### src/hw/rtl/assert_macros.svh
// assertion macros used by the projection core
`ifndef ASSERT_MACROS_SVH
`define ASSERT_MACROS_SVH

// implication checked on every clock edge outside reset
`define ASSERT_IMPL(label, clk, rst_n, ante, cons, msg) \
    label: assert property (@(posedge clk) disable iff (!rst_n) (ante) |-> (cons)) \
        else $error(msg);

// implication with the consequent checked in the next cycle
`define ASSERT_NEXT(label, clk, rst_n, ante, cons, msg) \
    label: assert property (@(posedge clk) disable iff (!rst_n) (ante) |=> (cons)) \
        else $error(msg);

`endif

### src/hw/rtl/lrip_pkg.sv
// shared types and constants of the range image projection block
`default_nettype none
package lrip_pkg;

    localparam int unsigned CoordWidth = 20;
    localparam int unsigned RingWidth  = 8;
    localparam int unsigned RowWidth   = 7;
    localparam int unsigned ColWidth   = 12;
    localparam int unsigned PixWidth   = 19;
    localparam int unsigned RangeWidth = 20;
    localparam int unsigned CfgWidth   = 24;
    localparam int unsigned CfgIdxWidth = 3;

    // sum of coordinate squares fits 42 bits, root 21 bits
    localparam int unsigned SqWidth   = 42;
    localparam int unsigned RootWidth = 21;

    // cordic: vector scaled by 2^20, gain growth below 2x, plus sign
    localparam int unsigned CordWidth = 44;
    localparam int unsigned AccWidth  = 30;
    localparam int unsigned AngIters  = 20;
    localparam int unsigned AngWidth  = 19;

    localparam logic signed [AccWidth-1:0] HalfTurnQ8 = 30'sd46080000;
    // 2^37 / 1000 rounded up, exact floor divide by 1000 for quotients below 2^27
    localparam logic [27:0] MilliRecip = 28'd137438954;

    typedef enum logic [CfgIdxWidth-1:0] {
        CFG_USE_RING   = 3'd0,
        CFG_ROWS_PER   = 3'd1,
        CFG_COLS_PER   = 3'd2,
        CFG_BOTTOM     = 3'd3,
        CFG_MIN_RANGE  = 3'd4
    } cfg_idx_t;

    typedef struct packed {
        logic [CoordWidth-1:0] pos_x_mm;
        logic [CoordWidth-1:0] pos_y_mm;
        logic [CoordWidth-1:0] pos_z_mm;
        logic [RingWidth-1:0]  ring_number;
    } point_t;

    typedef struct packed {
        logic                  point_valid;
        logic [RowWidth-1:0]   row_index;
        logic [ColWidth-1:0]   column_index;
        logic [PixWidth-1:0]   pixel_index;
        logic [RangeWidth-1:0] range_mm;
    } proj_t;

    typedef struct packed {
        logic                  use_ring_channel;
        logic [23:0]           rows_per_degree_q16;
        logic [23:0]           cols_per_degree_q16;
        logic [16:0]           bottom_angle_mdeg;
        logic [19:0]           min_range_mm;
    } cfg_t;

    // arctangent of 2^-i in 1/256 millidegree
    function automatic logic signed [AccWidth-1:0] atan_q8(input logic [4:0] i);
        logic signed [AccWidth-1:0] r;
        unique case (i)
            5'd0: r = 30'sd11520000;
            5'd1: r = 30'sd6800653;
            5'd2: r = 30'sd3593278;
            5'd3: r = 30'sd1824004;
            5'd4: r = 30'sd915542;
            5'd5: r = 30'sd458217;
            5'd6: r = 30'sd229164;
            5'd7: r = 30'sd114589;
            5'd8: r = 30'sd57295;
            5'd9: r = 30'sd28648;
            5'd10: r = 30'sd14324;
            5'd11: r = 30'sd7162;
            5'd12: r = 30'sd3581;
            5'd13: r = 30'sd1790;
            5'd14: r = 30'sd895;
            5'd15: r = 30'sd448;
            5'd16: r = 30'sd224;
            5'd17: r = 30'sd112;
            5'd18: r = 30'sd56;
            5'd19: r = 30'sd28;
            default: r = '0;
        endcase
        return r;
    endfunction

endpackage
`default_nettype wire

### src/hw/rtl/lrip_sqrt_pipe.sv
// pipelined rounded square root, up to two result bits per stage
`default_nettype none
module lrip_sqrt_pipe #(
    parameter int unsigned Lat = 11
) (
    input  wire logic                             clk,
    input  wire logic                             en,
    input  wire logic [lrip_pkg::SqWidth-1:0]     radicand,
    output logic      [lrip_pkg::RootWidth-1:0]   root
);
    // each stage settles up to two root bits; rounding follows the last stage
    localparam int unsigned W = lrip_pkg::SqWidth;
    localparam int unsigned Bits = lrip_pkg::RootWidth;
    localparam int unsigned PerStage = (Bits + Lat - 1) / Lat;

    logic [W-1:0] rem_reg [0:Lat];
    logic [W-1:0] res_reg [0:Lat];

    always_comb
    begin
        rem_reg[0] = radicand;
        res_reg[0] = '0;
    end

    for (genvar s = 0; s < Lat; s++)
    begin : g_stage
        logic [W-1:0] rem_next;
        logic [W-1:0] res_next;
        always_comb
        begin
            logic [W-1:0] rem;
            logic [W-1:0] res;
            logic [W-1:0] bitv;
            rem = rem_reg[s];
            res = res_reg[s];
            for (int k = 0; k < PerStage; k++)
            begin
                if (s * PerStage + k < Bits)
                begin
                    bitv = W'(1) << (2 * (Bits - 1 - (s * PerStage + k)));
                    if (rem >= res + bitv)
                    begin
                        rem = rem - (res + bitv);
                        res = (res >> 1) + bitv;
                    end
                    else
                    begin
                        res = res >> 1;
                    end
                end
            end
            rem_next = rem;
            res_next = res;
        end
        logic [W-1:0] rem_q;
        logic [W-1:0] res_q;
        always_ff @(posedge clk)
        begin
            if (en)
            begin
                rem_q <= rem_next;
                res_q <= res_next;
            end
        end
        always_comb
        begin
            rem_reg[s+1] = rem_q;
            res_reg[s+1] = res_q;
        end
    end

    assign root = (rem_reg[Lat] > res_reg[Lat]) ? Bits'(res_reg[Lat] + W'(1))
                                                : Bits'(res_reg[Lat]);
endmodule
`default_nettype wire

### config.mk
export PLATFORM = sky130hd
export DESIGN_NAME = lrip_sqrt_pipe
export DESIGN_NICKNAME = d
export VERILOG_FILES = /design/src/hw/rtl/assert_macros.svh /design/src/hw/rtl/lrip_pkg.sv /design/src/hw/rtl/lrip_sqrt_pipe.sv
export SDC_FILE = /design/constraint.sdc
export NUM_CORES = 1
export LEC_CHECK = 0
export BUFFER_PORTS_ARGS = -buffer_cell sky130_fd_sc_hd__buf_4
export CELL_PAD_IN_SITES_DETAIL_PLACEMENT = 1
export CELL_PAD_IN_SITES_GLOBAL_PLACEMENT = 2
export CORE_MARGIN = 3
export CORE_UTILIZATION = 43
export DETAILED_ROUTE_END_ITERATION = 10
export PLACE_DENSITY = 0.86
export SYNTH_ARGS = -nofsm -noshare
export SYNTH_HDL_FRONTEND = slang
export SYNTH_SLANG_ARGS = --single-unit
### constraint.sdc
create_clock -name clk -period 8.4 [get_ports clk]
set_input_delay 1.26 -clock clk [delete_from_list [all_inputs] [get_ports clk]]
set_output_delay 1.26 -clock clk [all_outputs]
set_load 0.01 [all_outputs]
### Word level (Yosys, flattened, before mapping)

Index checks and enable logic that the tools add are counted.

| storage, ports and cells | value |
|---|---|
| register bits | 924 |
| input bits | 44 |
| logic and storage cells | 160 |

| operators by class | value |
|---|---|
| $lt $le $gt $ge | 22 |
| multiplexer cells | 43 |
| add/subtract/negate cells | 62 |

Operators with widths:

| kind | count |
|---|---|
| 42-bit 2-to-1 mux | 30 |
| 42-bit greater-or-equal comparator | 20 |
| 42-bit subtractor | 20 |
| 41-bit 2-to-1 mux | 12 |
| 41-bit by 1-bit adder with 42-bit output, second input constant | 1 |
| 41-bit by 11-bit adder with 42-bit output, second input constant | 1 |
| 41-bit by 13-bit adder with 42-bit output, second input constant | 1 |
| 41-bit by 15-bit adder with 42-bit output, second input constant | 1 |
| 41-bit by 17-bit adder with 42-bit output, second input constant | 1 |
| 41-bit by 19-bit adder with 42-bit output, second input constant | 1 |
| 41-bit by 21-bit adder with 42-bit output, second input constant | 1 |
| 41-bit by 23-bit adder with 42-bit output, second input constant | 1 |
| 41-bit by 25-bit adder with 42-bit output, second input constant | 1 |
| 41-bit by 27-bit adder with 42-bit output, second input constant | 1 |
| 41-bit by 29-bit adder with 42-bit output, second input constant | 1 |
| 41-bit by 3-bit adder with 42-bit output, second input constant | 1 |
| 41-bit by 31-bit adder with 42-bit output, second input constant | 1 |
| 41-bit by 33-bit adder with 42-bit output, second input constant | 1 |
| 41-bit by 35-bit adder with 42-bit output, second input constant | 1 |
| 41-bit by 37-bit adder with 42-bit output, second input constant | 1 |
| 41-bit by 5-bit adder with 42-bit output, second input constant | 1 |
| 41-bit by 7-bit adder with 42-bit output, second input constant | 1 |
| 41-bit by 9-bit adder with 42-bit output, second input constant | 1 |
| 42-bit by 1-bit adder with 42-bit output, second input constant | 1 |
| 25 further kinds | 25 |

### Logic depth before layout (Yosys ltp)

| depth | value |
|---|---|
| depth in word-level cells | 6 |
| gate-level depth with buffers | 29 |

### Worst setup path before layout

OpenSTA, ideal clock, no wires.

| timing path | value |
|---|---|
| kind | flip-flop to flip-flop |
| start | register g_stage[4].rem_q[32] |
| end | register g_stage[5].rem_q[23] (data pin) |
| path slack | 2.283 ns |
| data required time | 8.140 ns |
| stages on the path, launching flop included | 26 |
| library setup time | 0.260 ns |
| path buffers | 3 |
| arrival | 5.857 ns |
| cell sequence | edfxtp_1 buf_6 or3_4 or4_4 or4_1 a211o_1 or2_1 or2_1 buf_4 inv_6 clkbuf_1 nand2_1 o31ai_1 ha_1 a21o_1 a21o_1 a21o_1 a21o_1 a21o_1 a21oi_1 o21bai_1 a221o_1 nand2b_1 nor3_4 inv_2 mux2_4 |

| on the way | value |
|---|---|
| cells in the longest elaborated chain, start to end | 5 |
| elaborated cells on any way between the ends | 8 |

Ends and longest elaborated chain:

| what | RTL line | source |
|---|---|---|
| from (decl) | lrip_sqrt_pipe.sv:55 | `logic [W-1:0] rem_q;` |
| from (signal assigned) | lrip_sqrt_pipe.sv:61 | `rem_q <= rem_next;` |
| 42-bit greater-or-equal comparator | lrip_sqrt_pipe.sv:41 | `if (rem >= res + bitv)` |
| 42-bit 2-to-1 mux | lrip_sqrt_pipe.sv:41 |  |
| 42-bit by 19-bit adder with 42-bit output | lrip_sqrt_pipe.sv:41, lrip_sqrt_pipe.sv:43 |  |
| 42-bit subtractor or 42-bit greater-or-equal comparator (tied branches) | lrip_sqrt_pipe.sv:43, lrip_sqrt_pipe.sv:41 |  |
| 42-bit 2-to-1 mux (*) | lrip_sqrt_pipe.sv:41 |  |
| net g_stage[5].$4.rem[23] | lrip_sqrt_pipe.sv:31 | `logic [W-1:0] rem;` |
| to (signal assigned) | lrip_sqrt_pipe.sv:61 |  |
| to (decl) | lrip_sqrt_pipe.sv:55 |  |

The timed path passes the listed nets; every way through them passes the cells marked *.
A chain may end at the register's enable or synchronous reset.

### Worst setup path after layout

| timing path | value |
|---|---|
| start | register g_stage[4].rem_q[20] |
| end | register g_stage[5].rem_q[28] (data pin) |

The elaborated chain is that of the path after synthesis.

==> flow_summary.toml <==
[routing]
ant_nets = 0
drt_first_pass_iters = 5
drt_wl_total_um = 117000
drtIter0Drc = 2336
viasPerCell = 5.84
wire_per_inst_um = 22.3
drc_errors = 0
vias = 30658

[cts]
cts_tree = "yes"
clock_latency_ps = 660
cts_buffer_depth = 3
cts_root_buf = "clkbuf_16"
cts_buffers = 71
numClockSinks = 593
post_cts_buffers = 0
htree_levels = 3
holdBufCountCts = 0
cts_resized = 0
clk_pin_slew_worst_paths_ps = 60

[sta]
relSlewSlack = 0.220
post-route-period-util = 0.851
worstMarginPinSlew_ps = 1170
finalSetupViolations = 0
skew_ps = 38.1
hold_viol = 0
min_period_ps = 7150
maxSlewViolCount = 0
rsz0062_at_grt = "no"
fmax_mhz = 140
final.setup.tns_ps = 0

[grt]
grt.total_usage = 0.244
grt_pass1_wl_um = 183000
grt_busiest_layer = "met2"
grt_overflow = 0
grt.met2_usage = 0.433
antenna_found_initial = 3
use_met1 = 0.302
grt_pass1_vias = 31888
grt_max_degree = 196
grtUsageMet3 = 0.0330

[logic_synthesis]
synth-main-ff-cell = "edfxtp_1"
ys_seq_area_frac = 0.453
yosys.cell_types.count = 92
syn_area_um2 = 39300
synth.net_count = 4275
ys_ff_latch = 593
synth.avg_cell_area_um2 = 9.96
synth_edf_count = 593
yosysWarnings = 0
async_reset_ff_frac = 0
synth_cells = 3947

[finish]
antenna_cells = 0
fill_cells = 10055
area_delta_synth_final_pct = 10.9
post-route-util = 0.483
multi_input_comb_area_um2 = 20100
final_nets = 4344
regArea_um2 = 17800
layout-drive-gt1-share = 0.0690

[setup_path]
critPathKind = "reg2reg"
worst_path_most_repeated_cell = "a21o_1"
critPathLaunchType = "register"
crit_required_ps = 8810
crit_chain = "inv_1 -> ha_1 -> nor2b_1 -> o21ai_0 -> a21boi_0 -> o21ai_0 -> a21oi_1 -> or2_1 -> inv_6 -> o31ai_1 -> ha_1 -> a21o_1 -> a21o_1 -> a21o_1 -> a21o_1 -> a21o_1 -> a21oi_1 -> o21bai_1 -> a221o_1 -> nand2b_1 -> nor3_4 -> inv_2 -> mux2_4"
cp_max_fo = 19
cp_slowest_stage_delay_ps = 630
slowest_stage = "or2_1"
cp-end-kind = "register"
worst-endpoint-arrival_ps = 7560

[place]
gp_congestion = 0.890
portBuffers = 64
hpwl_um = 90200

[floorplanning]
io_pins = 65
start_util = 0.436
dieArea_um2 = 95100
core_um2 = 90300
fp.dieH_um = 308
die_w_um = 308
rows = 110

[run_status]
status = "finished clean"

[hold_path]
hold_class = "reg2reg"

[pwr]
p_per_area_nw_per_um2 = 314
p_leak_nw = 17.1
peakVddDrop_uv = 207

[job]
maxCapViolCount = 0
-- cells in the mapped netlist (25+ instances only) --
master	count	area (µm²)
o21ai_0	177	886
o31ai_1	57	428
inv_1	262	983
nand4_1	77	482
ha_1	284	3550
o21a_1	55	413
a21o_1	105	788
o21bai_1	25	188
nand3_1	84	420
nor4_1	103	644
nand2b_1	40	250
xor2_1	147	1290
clkbuf_1	82	308
or4_1	33	248
nor2b_1	40	250
a31oi_1	26	163
edfxtp_1	593	17800
xnor2_1	238	2080
a211oi_1	28	210
nor3_1	115	576
a21oi_1	317	1590
or3_1	27	169
nand2_1	308	1160
and3_1	33	206
nor2_1	340	1280
-- where the power goes --
part,internal [mW],leakage (nW),switching [mW],total [mW]
Sequential,4.11,5.67,0.533,4.64
Combinational,2.32,10.2,3.48,5.81
Clock,1.87,1.17,1.37,3.24
-- cell families after synthesis --
kind of cell,Yosys count,synth area share
compound gates,969,0.158
xor+xnor,385,0.0858
fa+ha+maj,284,0.0904
buf+inv,366,0.0356
flops,593,0.453
mux,33,0.00970
simple gates,1317,0.168
-- metrics by stage --
step	hold WS, ps	setup WS, ps	power (mW)	cells	area [µm²]
2_1_floorplan	417	2280	8.78	3947	39300
3_3_place_gp	426	1380	10.4	5119	41200
3_5_place_dp	437	1360	10.5	5119	41200
4_1_cts	442	1320	13.8	5246	43600
5_1_grt	454	662	14.6	5246	43600
6_report	448	1250	13.7	5246	43600
-- final cells by class --
type,instances,share of cell area
inverter,268,0.0232
timing repair buffer,94,0.0169
clock inverter,50,0.0151
clock buffer,77,0.0412
multi-input combinational,2988,0.462
tap,1176,0.0337
sequential,593,0.408
-- routing by layer --
metal / vias up / wire length [µm]
li1: 14840 / -
met1: 15080 / 50200
met2: 523 / 58200
met3: 213 / 3870
met4: 2 / 4530
met5: - / 13
-- flip-flops by register name (all words and copies together) (netlist names) --
register,count
g_stage.rem_q,462
g_stage.res_q,131
-- path summary, 6_finish.rpt --
path                              from              endpoint  slack, ps  cells past startpoint
setup / recovery  g_stage[4].rem_q[20]  g_stage[5].rem_q[28]       1250                     23
hold / removal     g_stage[4].rem_q[3]   g_stage[5].rem_q[3]        450                      0
setup reg to reg  g_stage[4].rem_q[20]  g_stage[5].rem_q[28]       1250                     23
hold reg to reg    g_stage[4].rem_q[3]   g_stage[5].rem_q[3]        450                      0
-- worst max-delay path: cells and delay by family (launching register included) --
| kind | cells | cell delay (ps) |
|---|---|---|
| flops | 1 | 600 |
| mux | 1 | 350 |
| compound gates | 13 | 3290 |
| fa+ha+maj | 2 | 680 |
| simple gates | 4 | 1400 |
| buf+inv | 3 | 550 |
-- cell usage in the layout, fill, tap and decap left out, drive strengths merged, types with 14 or more instances in the layout --
cell type  instances
o31ai             57
a21o             105
nor4b             14
or4               34
clkbuf            77
nand2b            40
or2               26
inv              270
or3               29
a21boi            18
nand2            308
xnor2            238
edfxtp           593
xor2             147
clkinv            32
o21ai            179
nor4             103
a211oi            28
a31oi             26
nor2b             40
o211ai            21
and2              21
o21bai            25
nor2             340
buf               94
nand3             84
nand4             77
nor3             117
mux2              26
and3              33
ha               284
a21oi            317
o21a              55
Power figures use the tool's default switching activity.
